File: src/hw/rtl/lrm_pkg.sv
// Shared types, constants and color helpers of the LED layer mix engine.
package lrm_pkg;

    // Ring geometry
    localparam int LAYERS    = 3;
    localparam int RING      = 64;
    localparam int LYR_DEPTH = LAYERS * RING;
    localparam int LYR_AW    = 8;

    // Configuration port
    localparam int APB_AW = 5;

    localparam logic [2:0] REG_L1_PERIOD = 3'd0;
    localparam logic [2:0] REG_L2_PERIOD = 3'd1;
    localparam logic [2:0] REG_L3_PERIOD = 3'd2;
    localparam logic [2:0] REG_DIR_MASK  = 3'd3;
    localparam logic [2:0] REG_FL_PERIOD = 3'd4;
    localparam logic [2:0] REG_FL_ENABLE = 3'd5;

    localparam logic [15:0] RST_L1_PERIOD = 16'd57;
    localparam logic [15:0] RST_L2_PERIOD = 16'd7;
    localparam logic [15:0] RST_L3_PERIOD = 16'd29;
    localparam logic [2:0]  RST_DIR_MASK  = 3'd4;
    localparam logic [15:0] RST_FL_PERIOD = 16'd9997;
    localparam logic        RST_FL_ENABLE = 1'b1;

    // Flash windows, exclusive bounds
    localparam logic [15:0] WIN1_LO = 16'd80;
    localparam logic [15:0] WIN1_HI = 16'd100;
    localparam logic [15:0] WIN2_LO = 16'd130;
    localparam logic [15:0] WIN2_HI = 16'd150;

    localparam logic [15:0] WHITE_565 = 16'hFFFF;

    typedef struct packed {
        logic [LAYERS-1:0][15:0] layer_period;
        logic [2:0]              direction_mask;
        logic [15:0]             flash_period;
        logic                    flash_enable;
    } cfg_t;

    // RGB565 to GRB888, fields padded with low zeros
    function automatic logic [23:0] expand_grb(input logic [15:0] c);
        return {c[10:5], 2'b00, c[15:11], 3'b000, c[4:0], 3'b000};
    endfunction

    // Per-channel saturating add of two RGB565 colors
    function automatic logic [15:0] sat_add565(input logic [15:0] x, input logic [15:0] y);
        logic [5:0] r;
        logic [6:0] g;
        logic [5:0] b;
        r = {1'b0, x[15:11]} + {1'b0, y[15:11]};
        g = {1'b0, x[10:5]} + {1'b0, y[10:5]};
        b = {1'b0, x[4:0]} + {1'b0, y[4:0]};
        return {(r[5] ? 5'h1F : r[4:0]), (g[6] ? 6'h3F : g[5:0]), (b[5] ? 5'h1F : b[4:0])};
    endfunction

endpackage

File: src/hw/rtl/lrm_cfg_regs.sv
// APB-style configuration register file of the LED layer mix engine.
module lrm_cfg_regs (
    input  logic                       aclk,
    input  logic                       aresetn,
    input  logic                       psel,
    input  logic                       penable,
    input  logic                       pwrite,
    input  logic [lrm_pkg::APB_AW-1:0] paddr,
    input  logic [31:0]                pwdata,
    output logic [31:0]                prdata,
    output lrm_pkg::cfg_t              cfg
);
    import lrm_pkg::*;

    cfg_t       cfg_reg;
    logic       wr_en;
    logic [2:0] reg_sel;

    assign wr_en   = psel && penable && pwrite;
    assign reg_sel = paddr[4:2];
    assign cfg     = cfg_reg;

    // Register write
    always_ff @(posedge aclk) begin
        if (!aresetn) begin
            cfg_reg.layer_period[0] <= RST_L1_PERIOD;
            cfg_reg.layer_period[1] <= RST_L2_PERIOD;
            cfg_reg.layer_period[2] <= RST_L3_PERIOD;
            cfg_reg.direction_mask  <= RST_DIR_MASK;
            cfg_reg.flash_period    <= RST_FL_PERIOD;
            cfg_reg.flash_enable    <= RST_FL_ENABLE;
        end else if (wr_en) begin
            case (reg_sel)
                REG_L1_PERIOD: cfg_reg.layer_period[0] <= pwdata[15:0];
                REG_L2_PERIOD: cfg_reg.layer_period[1] <= pwdata[15:0];
                REG_L3_PERIOD: cfg_reg.layer_period[2] <= pwdata[15:0];
                REG_DIR_MASK:  cfg_reg.direction_mask  <= pwdata[2:0];
                REG_FL_PERIOD: cfg_reg.flash_period    <= pwdata[15:0];
                REG_FL_ENABLE: cfg_reg.flash_enable    <= pwdata[0];
                default: ;
            endcase
        end
    end

    // Read back
    always_comb begin
        case (reg_sel)
            REG_L1_PERIOD: prdata = {16'd0, cfg_reg.layer_period[0]};
            REG_L2_PERIOD: prdata = {16'd0, cfg_reg.layer_period[1]};
            REG_L3_PERIOD: prdata = {16'd0, cfg_reg.layer_period[2]};
            REG_DIR_MASK:  prdata = {29'd0, cfg_reg.direction_mask};
            REG_FL_PERIOD: prdata = {16'd0, cfg_reg.flash_period};
            REG_FL_ENABLE: prdata = {31'd0, cfg_reg.flash_enable};
            default:       prdata = 32'd0;
        endcase
    end

endmodule

File: src/hw/rtl/led_layer_rotate_mix_engine.sv
// Top level of the LED layer mix engine: layer rings, display buffer and pixel stream.
//
// Usage
//   Input channel (s_*): op 0 loads one RGB565 color into a layer ring at a strip
//   position and gives no output. op 1 is a frame tick. A tick streams NUM_LEDS
//   pixels on the m_* channel as GRB888 words in strip order, last set on the
//   final one, white during the flash windows. On acceptance it applies the layer
//   rotations; while streaming it writes back the new display buffer, which the
//   next tick shows.
//   Rotation is held as a per-layer ring offset, so no layer data is moved.
//   Each pixel needs three layer reads through the two read ports of the layer
//   RAM, taken in the RDA and RDB states.
//   Each pixel is emitted into the output register after its RDB read, at the next RDA step or in FIN.
//   Backpressure: while m_ready is low with a pixel waiting, the sequencer holds
//   the next pixel in its pipeline; nothing is dropped. s_ready is high only
//   when no tick is in progress.
//   Reset (aresetn, synchronous): layers read as zero through valid bits, the
//   display until the first tick ends; counters and offsets clear, registers take
//   their defaults. No clearing pass is needed; the block is ready the cycle after reset.
//   The user writes configuration over the APB port while the block is idle; the block does not enforce it.
module led_layer_rotate_mix_engine #(
    parameter int NUM_LEDS = 60
) (
    input  logic                       aclk,
    input  logic                       aresetn,
    input  logic                       s_valid,
    output logic                       s_ready,
    input  logic                       s_op,
    input  logic [1:0]                 s_layer,
    input  logic [5:0]                 s_index,
    input  logic [15:0]                s_color,
    output logic                       m_valid,
    input  logic                       m_ready,
    output logic [23:0]                m_grb_word,
    output logic [5:0]                 m_pixel_index,
    output logic                       m_last,
    input  logic                       psel,
    input  logic                       penable,
    input  logic                       pwrite,
    input  logic [lrm_pkg::APB_AW-1:0] paddr,
    input  logic [31:0]                pwdata,
    output logic [31:0]                prdata,
    output logic                       pready
);
    import lrm_pkg::*;

    localparam logic [6:0] LED_CNT  = 7'(NUM_LEDS);
    localparam logic [5:0] LAST_PIX = 6'(NUM_LEDS - 1);

    localparam logic [1:0] ST_IDLE = 2'd0;
    localparam logic [1:0] ST_RDA  = 2'd1;
    localparam logic [1:0] ST_RDB  = 2'd2;
    localparam logic [1:0] ST_FIN  = 2'd3;

    cfg_t cfg;

    logic [1:0]              state_reg, state_next;
    logic [5:0]              pix_cnt_reg, pix_cnt_next;
    logic [5:0]              work_idx_reg;
    logic                    pend_reg, pend_next;
    logic                    flash_reg, flash_next;
    logic                    built_reg;
    logic [15:0]             frame_pos_reg, frame_pos_next;
    logic [LAYERS-1:0][15:0] rot_cnt_reg, rot_cnt_next;
    logic [LAYERS-1:0][5:0]  ofs_reg, ofs_next;

    logic [15:0]             lyr_mem [LYR_DEPTH];
    logic [LYR_DEPTH-1:0]    lyr_vld_reg;
    logic [15:0]             disp_mem [RING];
    logic [15:0]             rdata_a_reg, rdata_b_reg, disp_rdata_reg;
    logic                    vld_a_reg, vld_b_reg;
    logic [15:0]             s01_reg, pix_reg;

    logic                    m_valid_reg;
    logic [23:0]             m_grb_reg;
    logic [5:0]              m_idx_reg;
    logic                    m_last_reg;

    logic                    tick_acc, load_acc, out_free, step_rda, emit;
    logic                    ren_a, ren_b, lyr_we;
    logic [LYR_AW-1:0]       addr_a, addr_b, lyr_waddr;
    logic [5:0]              load_ofs;
    logic [15:0]             mix_color, emit_color;
    logic [16:0]             pos_inc;

    // Logical strip position to physical ring slot
    function automatic logic [5:0] phys(input logic [5:0] ofs, input logic [5:0] idx);
        logic [6:0] sum;
        sum = {1'b0, idx} + {1'b0, ofs};
        if (sum >= LED_CNT) begin
            sum = sum - LED_CNT;
        end
        return sum[5:0];
    endfunction

    lrm_cfg_regs u_cfg (
        .aclk    (aclk),
        .aresetn (aresetn),
        .psel    (psel),
        .penable (penable),
        .pwrite  (pwrite),
        .paddr   (paddr),
        .pwdata  (pwdata),
        .prdata  (prdata),
        .cfg     (cfg)
    );

    assign pready = 1'b1;

    // Handshake and sequencing strobes
    assign s_ready  = (state_reg == ST_IDLE);
    assign tick_acc = s_valid && s_ready && s_op;
    assign load_acc = s_valid && s_ready && !s_op;
    assign out_free = !m_valid_reg || m_ready;
    assign step_rda = (state_reg == ST_RDA) && (!pend_reg || out_free);
    assign emit     = (step_rda && pend_reg) || ((state_reg == ST_FIN) && out_free);

    // Layer RAM addressing
    always_comb begin
        case (s_layer)
            2'd0:    load_ofs = ofs_reg[0];
            2'd1:    load_ofs = ofs_reg[1];
            2'd2:    load_ofs = ofs_reg[2];
            default: load_ofs = 6'd0;
        endcase
    end

    assign lyr_we    = load_acc && (s_layer != 2'd3) && ({1'b0, s_index} < LED_CNT);
    assign lyr_waddr = {s_layer, phys(load_ofs, s_index)};
    assign ren_a     = step_rda || (state_reg == ST_RDB);
    assign ren_b     = step_rda;
    assign addr_a    = (state_reg == ST_RDB) ? {2'd2, phys(ofs_reg[2], pix_cnt_reg)}
                                             : {2'd0, phys(ofs_reg[0], pix_cnt_reg)};
    assign addr_b    = {2'd1, phys(ofs_reg[1], pix_cnt_reg)};

    // Layer RAM: one write port, two registered read ports
    always_ff @(posedge aclk) begin
        if (lyr_we) begin
            lyr_mem[lyr_waddr] <= s_color;
        end
        if (ren_a) begin
            rdata_a_reg <= lyr_mem[addr_a];
        end
        if (ren_b) begin
            rdata_b_reg <= lyr_mem[addr_b];
        end
    end

    // Layer valid bits and their read-side copies
    always_ff @(posedge aclk) begin
        if (!aresetn) begin
            lyr_vld_reg <= '0;
        end else if (lyr_we) begin
            lyr_vld_reg[lyr_waddr] <= 1'b1;
        end
    end

    always_ff @(posedge aclk) begin
        if (ren_a) begin
            vld_a_reg <= lyr_vld_reg[addr_a];
        end
        if (ren_b) begin
            vld_b_reg <= lyr_vld_reg[addr_b];
        end
    end

    // Final mix of the pending pixel
    assign mix_color  = sat_add565(s01_reg, vld_a_reg ? rdata_a_reg : 16'd0);
    assign emit_color = flash_reg ? WHITE_565 : pix_reg;

    // Display buffer: write back mixed pixel, read the one to show next
    always_ff @(posedge aclk) begin
        if (emit) begin
            disp_mem[work_idx_reg] <= mix_color;
        end
        if (step_rda) begin
            disp_rdata_reg <= disp_mem[pix_cnt_reg];
        end
    end

    // Pixel pipeline between the two read phases
    always_ff @(posedge aclk) begin
        if (state_reg == ST_RDB) begin
            s01_reg      <= sat_add565(vld_a_reg ? rdata_a_reg : 16'd0,
                                       vld_b_reg ? rdata_b_reg : 16'd0);
            pix_reg      <= built_reg ? disp_rdata_reg : 16'd0;
            work_idx_reg <= pix_cnt_reg;
        end
    end

    // Frame position, flash decision, rotation counters and ring offsets
    assign pos_inc = {1'b0, frame_pos_reg} + 17'd1;

    always_comb begin
        frame_pos_next = frame_pos_reg;
        flash_next     = flash_reg;
        rot_cnt_next   = rot_cnt_reg;
        ofs_next       = ofs_reg;
        if (tick_acc) begin
            frame_pos_next = (pos_inc >= {1'b0, cfg.flash_period}) ? 16'd0 : pos_inc[15:0];
            flash_next = cfg.flash_enable &&
                         (((frame_pos_next > WIN1_LO) && (frame_pos_next < WIN1_HI)) ||
                          ((frame_pos_next > WIN2_LO) && (frame_pos_next < WIN2_HI)));
            for (int n = 0; n < LAYERS; n++) begin
                if (({1'b0, rot_cnt_reg[n]} + 17'd1) >= {1'b0, cfg.layer_period[n]}) begin
                    rot_cnt_next[n] = 16'd0;
                    if (cfg.direction_mask[n]) begin
                        ofs_next[n] = (ofs_reg[n] == 6'd0) ? LAST_PIX : ofs_reg[n] - 6'd1;
                    end else begin
                        ofs_next[n] = (ofs_reg[n] == LAST_PIX) ? 6'd0 : ofs_reg[n] + 6'd1;
                    end
                end else begin
                    rot_cnt_next[n] = rot_cnt_reg[n] + 16'd1;
                end
            end
        end
    end

    // Tick sequencer
    always_comb begin
        state_next   = state_reg;
        pix_cnt_next = pix_cnt_reg;
        pend_next    = pend_reg;
        case (state_reg)
            ST_IDLE: begin
                if (tick_acc) begin
                    state_next   = ST_RDA;
                    pix_cnt_next = 6'd0;
                    pend_next    = 1'b0;
                end
            end
            ST_RDA: begin
                if (step_rda) begin
                    state_next = ST_RDB;
                    pend_next  = 1'b0;
                end
            end
            ST_RDB: begin
                pend_next = 1'b1;
                if (pix_cnt_reg == LAST_PIX) begin
                    state_next = ST_FIN;
                end else begin
                    state_next   = ST_RDA;
                    pix_cnt_next = pix_cnt_reg + 6'd1;
                end
            end
            ST_FIN: begin
                if (out_free) begin
                    state_next = ST_IDLE;
                    pend_next  = 1'b0;
                end
            end
            default: state_next = ST_IDLE;
        endcase
    end

    always_ff @(posedge aclk) begin
        if (!aresetn) begin
            state_reg     <= ST_IDLE;
            pix_cnt_reg   <= 6'd0;
            pend_reg      <= 1'b0;
            flash_reg     <= 1'b0;
            built_reg     <= 1'b0;
            frame_pos_reg <= 16'd0;
            rot_cnt_reg   <= '0;
            ofs_reg       <= '0;
        end else begin
            state_reg     <= state_next;
            pix_cnt_reg   <= pix_cnt_next;
            pend_reg      <= pend_next;
            flash_reg     <= flash_next;
            frame_pos_reg <= frame_pos_next;
            rot_cnt_reg   <= rot_cnt_next;
            ofs_reg       <= ofs_next;
            if ((state_reg == ST_FIN) && out_free) begin
                built_reg <= 1'b1;
            end
        end
    end

    // Output register
    always_ff @(posedge aclk) begin
        if (!aresetn) begin
            m_valid_reg <= 1'b0;
        end else if (emit) begin
            m_valid_reg <= 1'b1;
        end else if (m_ready) begin
            m_valid_reg <= 1'b0;
        end
    end

    always_ff @(posedge aclk) begin
        if (emit) begin
            m_grb_reg  <= expand_grb(emit_color);
            m_idx_reg  <= work_idx_reg;
            m_last_reg <= (work_idx_reg == LAST_PIX);
        end
    end

    assign m_valid       = m_valid_reg;
    assign m_grb_word    = m_grb_reg;
    assign m_pixel_index = m_idx_reg;
    assign m_last        = m_last_reg;

`ifndef SYNTHESIS
    // Ring offsets always name a slot inside the strip
    a_ofs_range: assert property (@(posedge aclk) disable iff (!aresetn)
        ({1'b0, ofs_reg[0]} < LED_CNT) && ({1'b0, ofs_reg[1]} < LED_CNT) &&
        ({1'b0, ofs_reg[2]} < LED_CNT))
        else $error("ring offset out of range");

    // The final pixel of a frame leaves only from the closing state
    a_last_in_fin: assert property (@(posedge aclk) disable iff (!aresetn)
        (emit && (work_idx_reg == LAST_PIX)) |-> (state_reg == ST_FIN))
        else $error("last pixel emitted outside closing state");

    // A stalled pending pixel keeps its slot and position
    a_stall_hold: assert property (@(posedge aclk) disable iff (!aresetn)
        ((state_reg == ST_RDA) && pend_reg && !out_free) |=>
        ((state_reg == ST_RDA) && pend_reg && $stable(work_idx_reg)))
        else $error("pending pixel lost during stall");

    // The closing state always has a pixel to deliver
    a_fin_pending: assert property (@(posedge aclk) disable iff (!aresetn)
        (state_reg == ST_FIN) |-> pend_reg)
        else $error("closing state without pending pixel");
`endif

endmodule

File: config.mk
export PLATFORM = sky130hd
export DESIGN_NAME = led_layer_rotate_mix_engine
export DESIGN_NICKNAME = d
export VERILOG_FILES = /design/src/hw/rtl/lrm_pkg.sv /design/src/hw/rtl/lrm_cfg_regs.sv /design/src/hw/rtl/led_layer_rotate_mix_engine.sv
export SDC_FILE = /design/constraint.sdc
export NUM_CORES = 2
export LEC_CHECK = 0
export CORE_MARGIN = 5
export CORE_UTILIZATION = 62
export DETAILED_ROUTE_END_ITERATION = 8
export DONT_BUFFER_PORTS = 1
export PLACE_DENSITY_LB_ADDON = 0.05
export SYNTH_ARGS = -nofsm -noshare
export SYNTH_HDL_FRONTEND = slang
export SYNTH_SLANG_ARGS = --single-unit
File: constraint.sdc
create_clock -name aclk -period 7.05 [get_ports aclk]
set_input_delay 1.41 -clock aclk [delete_from_list [all_inputs] [get_ports aclk]]
set_output_delay 1.41 -clock aclk [all_outputs]
set_load 0.02 [all_outputs]
==> flow_metrics.py <==
metrics = {
    "setup_path": {
        "crit_path_max_incr_delay_ns": 0.85,
        "worst-path-max-fanout": 37,
        "reg2reg_slack_ns": 1.12,
        "r2r_cells": 16,
        "critical_path_class": "reg2reg",
        "critPathTopFamily": "compound AO/OA/AOI/OAI gates",
        "crit_arrival_ns": 6.57,
        "reg2reg_from": "pix_cnt_reg[0]",
        "path_cells": "ha_1 > a211oi_1 > nor2_1 > or2_2 > inv_1 > ha_1 > inv_1 > or3_1 > o31ai_1 > a31o_2 > a211o_1 > and2_4 > mux2i_1 > mux2i_1 > a32oi_1 > nand4b_1",
        "cp_data_required_time_ns": 7.69,
        "end_kind": "flop",
        "r2r_end": "rdata_a_reg[4]",
        "cp.buffers_inverters": 2,
        "critical-path-slowest-cell": "a32oi_1",
        "startpoint_type": "flop",
    },
    "global_route": {
        "antenna_found_initial": 31,
        "grt_pass1_vias": 92400,
        "grt_usage_pct": 29.3,
        "grt_max_degree": 234,
        "grt_pass1_wl_mm": 644,
        "overflow": 0,
    },
    "placed_design": {
        "preCtsSetupSlack_ns": 0.806,
        "hpwl_mm": 260,
        "place_congestion": 0.887,
        "port_buffers": 0,
    },
    "clock_network": {
        "cts_buffers": 447,
        "cts_setup_buffers": 0,
        "cts_tree": "done",
        "postCtsHoldBufs": 0,
        "root_buffer": "clkbuf_16",
        "cts_resized": 0,
        "clkTransAtPathRegs_ns": 0.06,
        "cts_sinks": 4561,
        "clockBufferDepth": 4,
        "clkLatencyLatePin_ns": 0.97,
        "cts_max_level": 5,
    },
    "cells_and_area": {
        "largest_register_ffs": 3072,
        "fill_cells": 18000,
        "layout-drive-gt1-share_pct": 23.5,
        "final_nets": 10000,
        "syn2layout_area_growth_pct": 11.8,
    },
    "power": {
        "pwr-share-comb_pct": 0.9,
        "p_int_mw": 43.4,
        "power_density_nw_per_um2": 266,
        "p_clk_share_pct": 44.1,
        "switching_share_pct": 19.3,
        "seqPwrFrac_pct": 55.0,
        "switching_power_mw": 10.4,
        "total_power_mw": 53.7,
        "p_leak_nw": 65.4,
        "vdd_drop_max_v": 0.000296,
    },
    "floorplanning": {
        "core_area_um2": 291000,
        "pin_count": 135,
        "dieArea_um2": 302000,
        "dieWidth_um": 550,
        "start_util_pct": 62.2,
        "die-height_um": 550,
        "rows": 198,
    },
    "logic_synthesis": {
        "syn_area_um2": 181000,
        "synth_edf_count": 4207,
        "ys_warn_count": 0,
        "netlist_instances": 9459,
        "synthTopCellsByArea": "edfxtp_1 (70%), mux4_2 (15%), dfxtp_1 (3.9%)",
        "yosysTopAreaCell": "edfxtp_1",
        "synth.most_common_cell": "edfxtp_1",
        "ys_ff_latch": 4561,
        "postSynthAreaPerCell_um2": 19.1,
        "synth_common_cells": "edfxtp_1 (4207), mux4_2 (1196), nand2_1 (877), nor2_1 (362), dfxtp_1 (354)",
        "synth_flop_cell": "edfxtp_1",
        "synth_top_area_share_pct": 69.9,
        "yosysUniqueCellTypes": 83,
        "async_flop_share_pct": 0,
        "ys_seq_area_share_pct": 73.9,
    },
    "status": {
        "status": "completed",
    },
    "timing": {
        "finalSetupViolations": 0,
        "hold_violations": 0,
        "final.setup_skew_ns": 0.0575,
        "period_needed_ns": 5.93,
        "rsz0062_at_grt": "false",
        "period_share_pct": 84.0,
        "setup_tns_ns": 0,
        "relSlewSlack_pct": 6.97,
        "setup_slack_ns": 1.12,
        "tightest_slew_ns": 1.40,
        "fmax_mhz": 169,
        "maxSlewViolCount": 0,
    },
    "route": {
        "drc_errors": 0,
        "wl_mm": 442,
        "vias_per_cell": 6.61,
        "initialDrtViolationCount": 12900,
        "dr.pass1.iters": 6,
        "ant_nets": 0,
        "wl_per_cell_um": 31.4,
        "vias": 93300,
    },
    "min_path": {
        "hold_class": "reg2reg",
        "hold_depth": 2,
        "hp-start": "lyr_vld_reg[126]",
        "whs_endpoint": "lyr_vld_reg[126]",
    },
    "flow_run": {
        "cap_viol_max_count": 0,
    },
}
## layout by cell type, fill, tap and decap left out, types with 27 or more instances in the layout
cell type,synthesis,layout
edfxtp_1,4207,4207
mux4_2,1196,1196
nand2_1,877,848
clkbuf_16,0,453
buf_4,29,425
dfxtp_1,354,349
nor2_1,362,334
a21oi_1,287,287
o21ai_0,265,264
nand3_1,163,163
mux2i_1,155,152
ha_1,138,137
inv_1,122,121
clkinv_1,0,103
clkbuf_1,337,91
clkinv_2,0,67
xnor2_1,56,56
a22oi_1,54,54
nand4_1,52,52
bufinv_16,0,50
xor2_1,50,49
a22o_1,48,48
and2_1,47,45
a21o_1,37,37
a32oi_1,34,34
nor3_1,31,29
buf_12,0,28
nor2b_1,28,27
nand2_2,1,27
o22ai_1,27,27
## tightest hold or removal path: stages (launching register included)
cell and delay (ns):
dfxtp_1 0.32, nand2_1 0.04, o21ai_0 0.05
## metrics by stage
step | instances | area [µm²] | hold WS [ns] | util, %
global placement | 13300 | 187000 | 0.428 | 64.5
global route | 14100 | 202000 | 0.472 | 69.5
detailed placement | 13300 | 187000 | 0.437 | 64.5
floorplan | 9482 | 181000 | 0.420 | -
CTS | 14100 | 202000 | 0.453 | 69.5
finish | 14100 | 202000 | 0.449 | 69.5
## kinds of logic (layout without fill, tap and decap cells)
group / after synthesis / count (layout) / synth area share [%]
buffers and inverters: 683 / 1399 / 1.57
DFF: 4561 / 4561 / 73.9
AOI/OAI and AO/OA: 911 / 911 / 3.11
muxes: 1352 / 1352 / 15.8
xor gates and xnor gates: 106 / 106 / 0.514
and+or+nand+nor: 1696 / 1696 / 4.09
other: 2 / 34 / 0.00416
adders and majority gates: 148 / 148 / 1.07
## power by group through the flow
stage | combinational [mW] | clock, mW | sequential [mW]
6_report | 0.494 | 23.7 | 29.6
4_1_cts | 0.491 | 24.0 | 29.6
2_1_floorplan | 0.326 | 0 | 30.1
5_1_grt | 0.527 | 25.2 | 29.5
3_3_place_gp | 0.472 | 0 | 30.1
3_5_place_dp | 0.490 | 0 | 30.1
## worst max-delay path by stage
stage	from	end	slack (ns)	cells after the start
after floorplan	s_layer[1]	lyr_mem[32][0]	1.08	18
after global placement	s_layer[0]	lyr_mem[167][12]	0.82	17
after detailed placement	s_layer[0]	lyr_mem[166][6]	0.81	17
after CTS	pix_cnt_reg[0]	rdata_a_reg[4]	1.22	16
after global routing	pix_cnt_reg[0]	rdata_a_reg[8]	0.85	17
final	pix_cnt_reg[0]	rdata_a_reg[4]	1.12	16
## cell type report
cell class,count,area (µm²),share of cell area [%]
timing repair buffer,453,3750,1.86
tap,3900,4880,2.42
inverter,123,462,0.229
sequential,4561,133000,66.1
clock inverter,268,2770,1.37
clock buffer,555,11800,5.84
antenna,9,22.5,0.0112
multi-input combinational,4238,44800,22.2
## routing by layer
layer  global-route usage, %  vias to the layer above  part of all wire (%)
li1                        -                    38900                     -
met5                       0                        -                 0.025
met2                    45.3                     4749                    48
met3                    5.83                      719                    10
met1                    44.1                    48900                    39
met4                    7.56                       16                   2.8
No activity file was read; power rests on OpenSTA's default activity.
